### src/rtl/core/i2c_register_master_macros.svh
// Assertion macros for the I2C register master.
// Included by the top level; define ASSERT_OFF to compile the checks out.
`ifndef I2C_REGISTER_MASTER_MACROS_SVH
`define I2C_REGISTER_MASTER_MACROS_SVH

`ifndef ASSERT_OFF

`define I2CRM_ASSERT_IMP(label, clk, rst_n, ante, cons) \
    label: assert property (@(posedge clk) disable iff (!rst_n) (ante) |-> (cons)) \
        else $error("i2c_register_master: same-cycle check failed");

`define I2CRM_ASSERT_NXT(label, clk, rst_n, ante, cons) \
    label: assert property (@(posedge clk) disable iff (!rst_n) (ante) |=> (cons)) \
        else $error("i2c_register_master: next-cycle check failed");

`else

`define I2CRM_ASSERT_IMP(label, clk, rst_n, ante, cons)

`define I2CRM_ASSERT_NXT(label, clk, rst_n, ante, cons)

`endif

`endif

### src/rtl/core/i2crm_pkg.sv
// Types and constants of the I2C register master.
// Used by i2crm_step and i2c_register_master; depends on nothing.
package i2crm_pkg;

    // phase codes
    localparam logic [4:0] PH_IDLE = 5'd0;
    localparam logic [4:0] PH_ST_A = 5'd1;
    localparam logic [4:0] PH_ST_B = 5'd2;
    localparam logic [4:0] PH_ST_C = 5'd3;
    localparam logic [4:0] PH_BYTE = 5'd4;
    localparam logic [4:0] PH_RS_A = 5'd20;
    localparam logic [4:0] PH_RS_B = 5'd21;
    localparam logic [4:0] PH_RS_C = 5'd22;
    localparam logic [4:0] PH_RS_D = 5'd23;
    localparam logic [4:0] PH_RXL  = 5'd24;
    localparam logic [4:0] PH_RXH  = 5'd25;
    localparam logic [4:0] PH_MKL  = 5'd26;
    localparam logic [4:0] PH_MKH  = 5'd27;
    localparam logic [4:0] PH_SP_A = 5'd28;
    localparam logic [4:0] PH_SP_B = 5'd29;
    localparam logic [4:0] PH_SP_C = 5'd30;

    // byte kinds inside the byte phase block
    localparam logic [1:0] KIND_ADW = 2'd0;
    localparam logic [1:0] KIND_REG = 2'd1;
    localparam logic [1:0] KIND_ADR = 2'd2;
    localparam logic [1:0] KIND_DAT = 2'd3;

    // commands
    localparam logic [1:0] CMD_NONE  = 2'd0;
    localparam logic [1:0] CMD_READ  = 2'd1;
    localparam logic [1:0] CMD_WRITE = 2'd2;

    // configuration register indexes
    localparam logic [1:0] CFG_DEVICE_ADDRESS = 2'd0;
    localparam logic [1:0] CFG_PHASE_TICKS    = 2'd1;

    localparam logic [6:0]  DEVICE_ADDRESS_RESET = 7'd104;
    localparam logic [15:0] PHASE_TICKS_RESET    = 16'd1;

    typedef struct packed {
        logic [1:0] cmd;
        logic [7:0] reg_addr;
        logic [7:0] write_byte;
        logic [6:0] byte_count;
        logic       sda_in;
    } req_t;

    typedef struct packed {
        logic       scl_out;
        logic       sda_out;
        logic       rx_valid;
        logic [7:0] rx_byte;
        logic       rx_last;
        logic       nack_seen;
        logic       busy_res;
        logic       done_res;
    } rsp_t;

    typedef struct packed {
        logic [1:0] cmd;
        logic [7:0] reg_addr;
        logic [7:0] data;
    } saved_t;

    typedef struct packed {
        logic [4:0]  phase;
        logic [2:0]  bit_index;
        logic [7:0]  shift;
        logic [6:0]  bytes_left;
        logic [15:0] tick_count;
        saved_t      saved;
    } state_t;

endpackage

### src/rtl/core/i2crm_step.sv
// Next-state and result logic of the I2C register master for one tick item.
// Depends on i2crm_pkg; purely combinational.
module i2crm_step #(
    parameter int MAX_BURST = 64
) (
    input  i2crm_pkg::state_t st,
    input  i2crm_pkg::req_t   item,
    input  logic [6:0]        dev_addr,
    input  logic [15:0]       phase_ticks,
    output i2crm_pkg::state_t st_next,
    output i2crm_pkg::rsp_t   rsp
);

    always_comb
    begin
        logic [15:0] pt;
        logic [16:0] tick_inc;
        logic [6:0]  n;
        logic [1:0]  lv;
        logic [1:0]  kind;
        logic        load_byte;
        logic [1:0]  load_kind;
        logic [7:0]  rx_shift;
        logic        last_byte;

        st_next   = st;
        rsp       = '0;
        lv        = 2'b11;
        load_byte = 1'b0;
        load_kind = i2crm_pkg::KIND_ADW;
        pt        = (phase_ticks == 16'd0) ? 16'd1 : phase_ticks;
        tick_inc  = {1'b0, st.tick_count} + 17'd1;
        kind      = 2'(st.phase[4:2] - 3'd1);
        rx_shift  = {st.shift[6:0], item.sda_in};
        last_byte = (st.bytes_left <= 7'd1);

        n = item.byte_count;
        if (n == 7'd0)
        begin
            n = 7'd1;
        end
        if ({1'b0, n} > 8'(MAX_BURST))
        begin
            n = 7'(MAX_BURST);
        end

        if (st.phase == i2crm_pkg::PH_IDLE || st.phase > i2crm_pkg::PH_SP_C)
        begin
            st_next.phase      = i2crm_pkg::PH_IDLE;
            st_next.tick_count = '0;
            if (item.cmd == i2crm_pkg::CMD_READ || item.cmd == i2crm_pkg::CMD_WRITE)
            begin
                st_next.bytes_left     = n;
                st_next.saved.cmd      = item.cmd;
                st_next.saved.reg_addr = item.reg_addr;
                st_next.saved.data     = item.write_byte;
                st_next.phase          = i2crm_pkg::PH_ST_A;
            end
        end
        else
        begin
            // line levels of the current phase
            if (st.phase >= i2crm_pkg::PH_BYTE && st.phase < i2crm_pkg::PH_RS_A)
            begin
                case (st.phase[1:0])
                    2'd0:    lv = {1'b0, st.shift[7]};
                    2'd1:    lv = {1'b1, st.shift[7]};
                    2'd2:    lv = 2'b01;
                    default: lv = 2'b11;
                endcase
            end
            else
            begin
                unique case (st.phase)
                    i2crm_pkg::PH_ST_A: lv = 2'b11;
                    i2crm_pkg::PH_ST_B: lv = 2'b10;
                    i2crm_pkg::PH_ST_C: lv = 2'b00;
                    i2crm_pkg::PH_RS_A: lv = 2'b01;
                    i2crm_pkg::PH_RS_B: lv = 2'b11;
                    i2crm_pkg::PH_RS_C: lv = 2'b10;
                    i2crm_pkg::PH_RS_D: lv = 2'b00;
                    i2crm_pkg::PH_RXL:  lv = 2'b01;
                    i2crm_pkg::PH_RXH:  lv = 2'b11;
                    i2crm_pkg::PH_MKL:  lv = last_byte ? 2'b01 : 2'b00;
                    i2crm_pkg::PH_MKH:  lv = last_byte ? 2'b11 : 2'b10;
                    i2crm_pkg::PH_SP_A: lv = 2'b00;
                    i2crm_pkg::PH_SP_B: lv = 2'b10;
                    default:            lv = 2'b11;
                endcase
            end

            if (tick_inc < {1'b0, pt})
            begin
                st_next.tick_count = tick_inc[15:0];
            end
            else
            begin
                // last tick of the phase: sample and advance
                st_next.tick_count = '0;
                if (st.phase >= i2crm_pkg::PH_BYTE && st.phase < i2crm_pkg::PH_RS_A)
                begin
                    case (st.phase[1:0])
                        2'd0, 2'd2:
                        begin
                            st_next.phase = st.phase + 5'd1;
                        end
                        2'd1:
                        begin
                            if (st.bit_index == 3'd7)
                            begin
                                st_next.phase = st.phase + 5'd1;
                            end
                            else
                            begin
                                st_next.bit_index = st.bit_index + 3'd1;
                                st_next.shift     = {st.shift[6:0], 1'b0};
                                st_next.phase     = st.phase - 5'd1;
                            end
                        end
                        default:
                        begin
                            rsp.nack_seen = item.sda_in;
                            case (kind)
                                i2crm_pkg::KIND_ADW:
                                begin
                                    load_byte = 1'b1;
                                    load_kind = i2crm_pkg::KIND_REG;
                                end
                                i2crm_pkg::KIND_REG:
                                begin
                                    if (st.saved.cmd == i2crm_pkg::CMD_READ)
                                    begin
                                        st_next.phase = i2crm_pkg::PH_RS_A;
                                    end
                                    else
                                    begin
                                        load_byte = 1'b1;
                                        load_kind = i2crm_pkg::KIND_DAT;
                                    end
                                end
                                i2crm_pkg::KIND_ADR:
                                begin
                                    st_next.shift     = '0;
                                    st_next.bit_index = '0;
                                    st_next.phase     = i2crm_pkg::PH_RXL;
                                end
                                default:
                                begin
                                    st_next.phase = i2crm_pkg::PH_SP_A;
                                end
                            endcase
                        end
                    endcase
                end
                else
                begin
                    unique case (st.phase)
                        i2crm_pkg::PH_ST_A, i2crm_pkg::PH_ST_B, i2crm_pkg::PH_RS_A,
                        i2crm_pkg::PH_RS_B, i2crm_pkg::PH_RS_C, i2crm_pkg::PH_RXL,
                        i2crm_pkg::PH_MKL, i2crm_pkg::PH_SP_A, i2crm_pkg::PH_SP_B:
                        begin
                            st_next.phase = st.phase + 5'd1;
                        end
                        i2crm_pkg::PH_ST_C:
                        begin
                            load_byte = 1'b1;
                            load_kind = i2crm_pkg::KIND_ADW;
                        end
                        i2crm_pkg::PH_RS_D:
                        begin
                            load_byte = 1'b1;
                            load_kind = i2crm_pkg::KIND_ADR;
                        end
                        i2crm_pkg::PH_RXH:
                        begin
                            st_next.shift = rx_shift;
                            if (st.bit_index == 3'd7)
                            begin
                                rsp.rx_valid  = 1'b1;
                                rsp.rx_byte   = rx_shift;
                                rsp.rx_last   = last_byte;
                                st_next.phase = i2crm_pkg::PH_MKL;
                            end
                            else
                            begin
                                st_next.bit_index = st.bit_index + 3'd1;
                                st_next.phase     = i2crm_pkg::PH_RXL;
                            end
                        end
                        i2crm_pkg::PH_MKH:
                        begin
                            if (last_byte)
                            begin
                                st_next.phase = i2crm_pkg::PH_SP_A;
                            end
                            else
                            begin
                                st_next.bytes_left = st.bytes_left - 7'd1;
                                st_next.shift      = '0;
                                st_next.bit_index  = '0;
                                st_next.phase      = i2crm_pkg::PH_RXL;
                            end
                        end
                        i2crm_pkg::PH_SP_C:
                        begin
                            rsp.done_res  = 1'b1;
                            st_next.phase = i2crm_pkg::PH_IDLE;
                        end
                        default:
                        begin
                            st_next.phase = i2crm_pkg::PH_IDLE;
                        end
                    endcase
                end

                if (load_byte)
                begin
                    case (load_kind)
                        i2crm_pkg::KIND_ADW: st_next.shift = {dev_addr, 1'b0};
                        i2crm_pkg::KIND_REG: st_next.shift = st.saved.reg_addr;
                        i2crm_pkg::KIND_ADR: st_next.shift = {dev_addr, 1'b1};
                        default:             st_next.shift = st.saved.data;
                    endcase
                    st_next.bit_index = '0;
                    st_next.phase     = i2crm_pkg::PH_BYTE + {1'b0, load_kind, 2'b00};
                end
            end
        end

        rsp.scl_out  = lv[1];
        rsp.sda_out  = lv[0];
        rsp.busy_res = (st_next.phase != i2crm_pkg::PH_IDLE);
    end

endmodule

### src/rtl/core/i2c_register_master.sv
// Top level of the I2C register master: state, configuration and result registers.
// Depends on i2crm_pkg, i2crm_step and i2c_register_master_macros.svh.
//
//   channel  | handshake            | payload
//   ---------+----------------------+-------------------------------
//   req      | req_valid/req_stall  | req_item  (i2crm_pkg::req_t)
//   rsp      | rsp_valid/rsp_stall  | rsp_item  (i2crm_pkg::rsp_t)
//   cfg      | cfg_valid/cfg_ready  | cfg_index, cfg_data
//
// Each accepted tick item yields exactly one result item in the cycle after; while
// rsp_stall is low, one item per cycle is sustained, set by the single result register
// after the phase logic. Reset puts the bus sequencer in idle with both lines released,
// device address 104, one tick per phase. When the result register is full and
// rsp_stall is high, req_stall rises and the sequencer holds. cfg_ready is always high.
`include "i2c_register_master_macros.svh"

module i2c_register_master #(
    parameter int MAX_BURST = 64
) (
    input  logic              clk,
    input  logic              rst_n,
    input  logic              req_valid,
    output logic              req_stall,
    input  i2crm_pkg::req_t   req_item,
    output logic              rsp_valid,
    input  logic              rsp_stall,
    output i2crm_pkg::rsp_t   rsp_item,
    input  logic              cfg_valid,
    output logic              cfg_ready,
    input  logic [1:0]        cfg_index,
    input  logic [15:0]       cfg_data
);

    i2crm_pkg::state_t st_reg;
    i2crm_pkg::state_t st_next;
    i2crm_pkg::rsp_t   rsp_comb;
    i2crm_pkg::rsp_t   rsp_item_reg;
    logic              rsp_valid_reg;
    logic [6:0]        dev_addr_reg;
    logic [15:0]       phase_ticks_reg;
    logic              accept;

    assign req_stall = rsp_valid_reg && rsp_stall;
    assign accept    = req_valid && !req_stall;
    assign cfg_ready = 1'b1;
    assign rsp_valid = rsp_valid_reg;
    assign rsp_item  = rsp_item_reg;

    i2crm_step #(
        .MAX_BURST (MAX_BURST)
    ) u_step (
        .st          (st_reg),
        .item        (req_item),
        .dev_addr    (dev_addr_reg),
        .phase_ticks (phase_ticks_reg),
        .st_next     (st_next),
        .rsp         (rsp_comb)
    );

    // an all-zero state is idle
    always_ff @(posedge clk or negedge rst_n)
    begin
        if (!rst_n)
        begin
            st_reg          <= '0;
            rsp_valid_reg   <= 1'b0;
            dev_addr_reg    <= i2crm_pkg::DEVICE_ADDRESS_RESET;
            phase_ticks_reg <= i2crm_pkg::PHASE_TICKS_RESET;
        end
        else
        begin
            if (accept)
            begin
                st_reg        <= st_next;
                rsp_valid_reg <= 1'b1;
            end
            else if (!rsp_stall)
            begin
                rsp_valid_reg <= 1'b0;
            end
            if (cfg_valid && cfg_ready)
            begin
                case (cfg_index)
                    i2crm_pkg::CFG_DEVICE_ADDRESS: dev_addr_reg    <= cfg_data[6:0];
                    i2crm_pkg::CFG_PHASE_TICKS:    phase_ticks_reg <= cfg_data;
                    default:                       ;
                endcase
            end
        end
    end

    // result payload: load on accept only
    always_ff @(posedge clk)
    begin
        if (accept)
        begin
            rsp_item_reg <= rsp_comb;
        end
    end

    // a received byte is sampled with SCL high
    `I2CRM_ASSERT_IMP(a_rx_scl_high, clk, rst_n, rsp_valid && rsp_item.rx_valid, rsp_item.scl_out && !rsp_item.sda_out || rsp_item.scl_out)

    // stop completes with both lines released and the block idle
    `I2CRM_ASSERT_IMP(a_done_idle, clk, rst_n, rsp_valid && rsp_item.done_res, rsp_item.scl_out && rsp_item.sda_out && !rsp_item.busy_res)

    // receive phases always have at least one byte left
    `I2CRM_ASSERT_IMP(a_rx_count, clk, rst_n, st_reg.phase == i2crm_pkg::PH_RXL || st_reg.phase == i2crm_pkg::PH_RXH || st_reg.phase == i2crm_pkg::PH_MKL || st_reg.phase == i2crm_pkg::PH_MKH, st_reg.bytes_left != 7'd0)

    // an accepted item always shows up as a result next cycle
    `I2CRM_ASSERT_NXT(a_accept_rsp, clk, rst_n, accept, rsp_valid_reg && st_reg == $past(st_next))

endmodule

### config.mk
export PLATFORM = sky130hd
export DESIGN_NAME = i2c_register_master
export DESIGN_NICKNAME = d
export VERILOG_FILES = /design/src/rtl/core/i2crm_pkg.sv /design/src/rtl/core/i2crm_step.sv /design/src/rtl/core/i2c_register_master.sv
export VERILOG_INCLUDE_DIRS = /design/src /design/src/rtl/core
export SDC_FILE = /design/constraint.sdc
export NUM_CORES = 1
export LEC_CHECK = 0
export ABC_AREA = 1
export ABC_CLOCK_PERIOD_IN_PS = 5700
export BUFFER_PORTS_ARGS = -buffer_cell sky130_fd_sc_hd__buf_4
export CORE_UTILIZATION = 38
export DETAILED_ROUTE_END_ITERATION = 6
export HOLD_SLACK_MARGIN = 0.05
export MAX_ROUTING_LAYER = met4
export PLACE_DENSITY = 0.65
export SETUP_SLACK_MARGIN = 0.02
export SYNTH_ARGS = -nofsm -noshare
export SYNTH_HDL_FRONTEND = slang
export SYNTH_HIERARCHICAL = 1
export SYNTH_SLANG_ARGS = --single-unit
### constraint.sdc
create_clock -name clk -period 5.7 [get_ports clk]
set_input_delay 1.14 -clock clk [delete_from_list [all_inputs] [get_ports clk]]
set_output_delay 1.14 -clock clk [all_outputs]
set_load 0.01 [all_outputs]
=== Yosys cells after proc, flatten, opt, wreduce, memory -nomap -nowiden ===
Index checks and enable logic that the tools add are counted.

* Register bits: 96
* Input bits: 49
* Output and inout port bits: 18

* Add/sub/neg operators: 7
* Magnitude comparators: 6
* Equality and inequality tests: 35
* Mux-type cells: 50
* Bitwise gates (word level): 5
* Reduce and logical (&&, ||, !) cells: 33

{| class="wikitable"
|+ Operators with widths
! kind !! number
|-
| $mux W16 || 4
|-
| $eq A5 B5 Y1 const B || 11
|-
| $mux W23 || 2
|-
| $pmux W11 S2 || 2
|-
| $mux W7 || 5
|-
| $pmux W8 S3 || 1
|-
| $mux W11 || 2
|-
| $pmux W5 S4 || 1
|-
| $mux W18 || 1
|-
| $add A16 B1 Y17 const B || 1
|-
| $lt A17 B16 Y1 || 1
|-
| $logic_not A16 Y1 || 1
|-
| $mux W2 || 8
|-
| $mux W5 || 3
|-
| $pmux W5 S3 || 1
|-
| $eq A2 B1 Y1 const B || 6
|-
| $mux W1 || 12
|-
| $ne A4 B4 Y1 const B || 3
|-
| $reduce_or A3 Y1 || 4
|-
| $eq A5 B2 Y1 const B || 2
|-
| $mux W10 || 1
|-
| $pmux W2 S5 || 1
|-
| $pmux W5 S2 || 1
|-
| $reduce_and A9 Y1 || 1
|-
| other kinds (41) || 61
|}

=== Logic depth before layout (Yosys ltp) ===
* Depth after elaboration: 13
* Depth in mapped cells: 27
* Mapped depth without buffers: 27

=== Modules after synthesis ===
Netlist, hierarchy kept.

{| class="wikitable"
|+ Modules (own cells, without submodules)
! module !! instances !! cells an instance !! area an instance (µm²) !! seq. area each (µm²)
|-
| i2crm_step || 1 || 720 || 3925.0 || 0.0
|-
| i2c_register_master || 1 || 372 || 3701.0 || 2482.4
|}

=== Worst setup path before layout ===
OpenSTA, ideal clock, no wires.

* Path kind: register to register
* Start point: reg st_reg[18] in the netlist's numbering
* End point: reg rsp_item_reg, in the netlist rsp_item[1] (data pin)
* Setup time: 0.259 ns
* Arrival time: 2.802 ns
* Data required time: 5.441 ns
* Setup slack: 2.639 ns
* Cell stages (with the launch flop): 22
* Buffers on the path: 1
* Clock period less this slack: 3.061 ns
* Cells stage by stage: dfrtp_1 -> ha_1 -> nand3_2 -> nor2_4 -> inv_2 -> nor2_2 -> nand2_1 -> inv_2 -> nand2_2 -> nor3_2 -> nand2_1 -> xnor2_2 -> ha_1 -> a21oi_1 -> o211ai_2 -> nor2_4 -> nand3_4 -> nand2_4 -> buf_6 -> nor2_2 -> nor2_2 -> nand3_2

{| class="wikitable"
|+ RTL lines
! item !! RTL line !! text
|-
| start, declared || i2c_register_master.sv:34 || <nowiki>i2crm_pkg::state_t st_reg;</nowiki>
|-
| start signal, assigned || i2c_register_master.sv:74 || <nowiki>st_reg <= st_next;</nowiki>
|-
| end signal, assigned || i2c_register_master.sv:97 || <nowiki>rsp_item_reg <= rsp_comb;</nowiki>
|-
| end, declared || i2c_register_master.sv:37 || <nowiki>i2crm_pkg::rsp_t rsp_item_reg;</nowiki>
|}

=== Final worst setup path ===
* Start point: reg st_reg[18] in the netlist's numbering
* End point: reg st_reg[50] in the netlist's numbering

* Word-level cells in the longest chain between the ends: 4

{| class="wikitable"
|+ RTL lines
! item !! RTL line !! text
|-
| $add A16 B1 Y17 || i2crm_step.sv:32 || <nowiki>tick_inc = {1'b0, st.tick_count} + 17'd1;</nowiki>
|-
| $lt A17 B16 Y1 || i2crm_step.sv:92 || <nowiki>if (tick_inc < {1'b0, pt})</nowiki>
|-
| $not A1 Y1 (no source line) || -- ||
|-
| $reduce_and A9 Y1 (no source line) || -- ||
|}

No other way between the ends.
A chain may end at the register's enable or synchronous reset.

==> flow_summary.yaml <==
outcome:
  run_status: "completed"
synth:
  ys_warn_count: 6
  synth_area_mm2: 0.00763
  synthFlopType: "dfrtp_1"
  synthCells: 1092
  synthArstFlopShare_pct: 84.4
  synthDistinctLibCells: 54
  synth_enable_flop_cells: 15
  ys_seq_area_share_pct: 32.6
  syn-num-nets: 1178
  ys_seq_elements: 96
  syn_avg_cell_area_um2: 6.98
sta:
  hold_violations: 0
  setup_viol: 0
  totalNegativeSetupSlack_ns: 0
  period_needed_ns: 3.63
  worst_slack_ns: 2.07
  period_share_pct: 63.7
  max-slew-margin-rel_pct: 55.1
  timing.fmax_ghz: 0.276
  worst_slew_pin_slew_ns: 0.674
  maxSlewViolCount: 0
  skew_ns: 0.0122
  holdWs_ns: 0.473
  rsz0062_at_grt: "no"
power:
  p_switching_w: 0.000769
  intPower_w: 0.00140
  p_clk_share_pct: 31.2
  combPwrFrac_pct: 28.2
  p_per_area_mw_per_mm2: 256
  power_leakage_nw: 4.38
  p_sw_share_pct: 35.4
  peakVddDrop_v: 0.000151
  p_seq_share_pct: 40.6
routing:
  vias: 7121
  firstDrtPassIters: 5
  drc: 0
  antenna_left: 0
  drt_iter0_drc: 835
  vias_per_cell: 5.12
  wirelength_um: 20600
  wl_per_cell_um: 14.8
final_layout:
  final_cell_mix: "329 x nand2_1, 125 x nand3_1, 121 x inv_1"
  largest_register_ffs: 57
  fin_nets: 1208
  final_cells: 1392
  areaGrowthSynthToFinish_pct: 11.3
  final_common_cell: "nand2_1"
  fin_area_mm2: 0.00848
  antenna_cells: 0
  drive_above_1_share_pct: 14.1
critical_path:
  cp.arrival_ns: 3.88
  startpoint_type: "register"
  timing.rr.end: "st_reg[50]$_DFFE_PN0P_"
  critical_path_class: "register to register"
  critPathCaptureType: "register"
  ff2ff_path_depth: 25
  required_ns: 5.95
  rrSetupSlack_ns: 2.07
  timing.rr.start: "st_reg[18]$_DFFE_PN0P_"
  worstPathMaxFanout: 16
cts:
  post_cts_resized: 0
  cts-root-buf: "clkbuf_16"
  post_cts_buffers: 0
  cts_max_level: 3
  cts_tree: "done"
  clockBufferDepth: 2
  cts_sinks: 96
  clk_pin_slew_ns: 0.07
  numCtsBuffers: 9
  hold_buffers: 0
  clkLatencyLatePin_ns: 0.36
placed_design:
  dp_hpwl_um: 15100
  pre_cts_ws_ns: 2.08
  placed_area_mm2: 0.00816
  place_congestion: 0.978
  post-place-cells: 1376
  portBuffers: 65
flow_run:
  cap_violations: 0
floorplan:
  die_area_mm2: 0.0206
  core_area_mm2: 0.0196
  rows: 51
  io_pins: 67
  die_x_um: 144
  die_height_um: 144
  initial_core_util_pct: 38.9
hold_path:
  hold_path_depth: 2
  hold_path_end: "phase_ticks_reg[0]$_DFFE_PN1P_"
  hp-class: "register to register"
  holdCritStartpoint: "phase_ticks_reg[0]$_DFFE_PN1P_"
grt:
  grt_max_degree: 59
  grt_usage_pct: 21.6
  grt_remaining_overflow: 0
  antenna_found_initial: 0
  grt_pass1_vias: 6427
  grt_pass1_wl_um: 33600
==> synth_stat cells (12+ instances only) <==
master	count	area [um^2]
nor2_1	72	270
o31ai_1	13	97.6
edfxtp_1	15	450
inv_1	121	454
o21ai_1	12	60.1
nand3_1	125	626
o21ai_0	56	280
nand4_1	28	175
a21oi_1	34	170
buf_2	24	120
dfrtp_1	77	1930
nand2_1	330	1240
ha_1	37	463
==> area by class of cell <==
class / count / area, um^2
Clock inverter: 7 / 100
Timing Repair Buffer: 68 / 510
Inverter: 135 / 515
Clock buffer: 9 / 225
Sequential cell: 96 / 2480
Fill cell: 2021 / 11100
Multi-Input combinational cell: 812 / 4320
Tap cell: 265 / 332
==> logic make-up (layout without fill, tap and decap cells) <==
family          Yosys count  count (layout)  synth area share (%)
simple gates            612             612                  37.1
buf+inv                 184             219                  10.8
compound gates          138             138                  10.2
flops                    96              96                  32.6
fa+ha+maj                37              37                  6.07
xor+xnor                 14              14                  1.71
mux                      10              10                  1.48
other cells               1               1                0.0492
==> worst max path at each step <==
stage,slack [ns],cells past startpoint,from,to
final,2.07,25,st_reg[18]$_DFFE_PN0P_,st_reg[50]$_DFFE_PN0P_
after global routing,1.55,26,st_reg[18]$_DFFE_PN0P_,st_reg[50]$_DFFE_PN0P_
after CTS,2.07,25,st_reg[18]$_DFFE_PN0P_,st_reg[50]$_DFFE_PN0P_
after detailed placement,2.08,25,st_reg[18]$_DFFE_PN0P_,st_reg[50]$_DFFE_PN0P_
after global placement,2.19,25,st_reg[18]$_DFFE_PN0P_,st_reg[50]$_DFFE_PN0P_
after floorplan,2.64,21,st_reg[18]$_DFFE_PN0P_,rsp_item[1]$_DFFE_PP_
==> metrics by stage <==
stage          total power, W  util [%]
2_1_floorplan         0.00132         -
3_3_place_gp          0.00150      41.6
3_5_place_dp          0.00150      41.6
4_1_cts               0.00219      43.3
5_1_grt               0.00231      43.3
6_report              0.00217      43.3
==> worst max-delay path, cell delays in order (launching register included) <==
cell,delay [ns]
dfrtp_1,0.43
ha_1,0.23
nand3_2,0.13
nor2_4,0.17
inv_2,0.05
nor2_2,0.09
nand2_1,0.07
inv_2,0.06
nand2_2,0.05
nor3_2,0.13
nand2_1,0.11
xnor2_2,0.15
ha_1,0.30
nand2_1,0.05
inv_1,0.11
nand3_2,0.11
nor2_4,0.13
nand3_4,0.12
nand3_4,0.22
nand2_4,0.18
inv_2,0.24
o21ai_0,0.13
o21ai_1,0.09
inv_1,0.05
nand3_1,0.07
nand2_1,0.06
==> per-layer routing <==
| metal | routed length, um | track usage, % | up-vias | share of wire, % |
|---|---|---|---|---|
| met5 | 0 | - | - | 0 |
| met3 | 1110 | 3.47 | 26 | 5.4 |
| met2 | 9840 | 34.7 | 235 | 48 |
| met1 | 9320 | 28.1 | 3248 | 45 |
| li1 | - | - | 3612 | - |
| met4 | 376 | 6.22 | 0 | 1.8 |
==> power by group through the flow <==
stage                     clock (W)  sequential, W  combinational (W)
after floorplan                   0       0.000865           0.000459
after global placement            0       0.000892           0.000604
after detailed placement          0       0.000894           0.000609
after CTS                  0.000695       0.000882           0.000609
after global routing       0.000721       0.000896           0.000695
final                      0.000676       0.000882           0.000612
(Power assumes the default switching activity.)
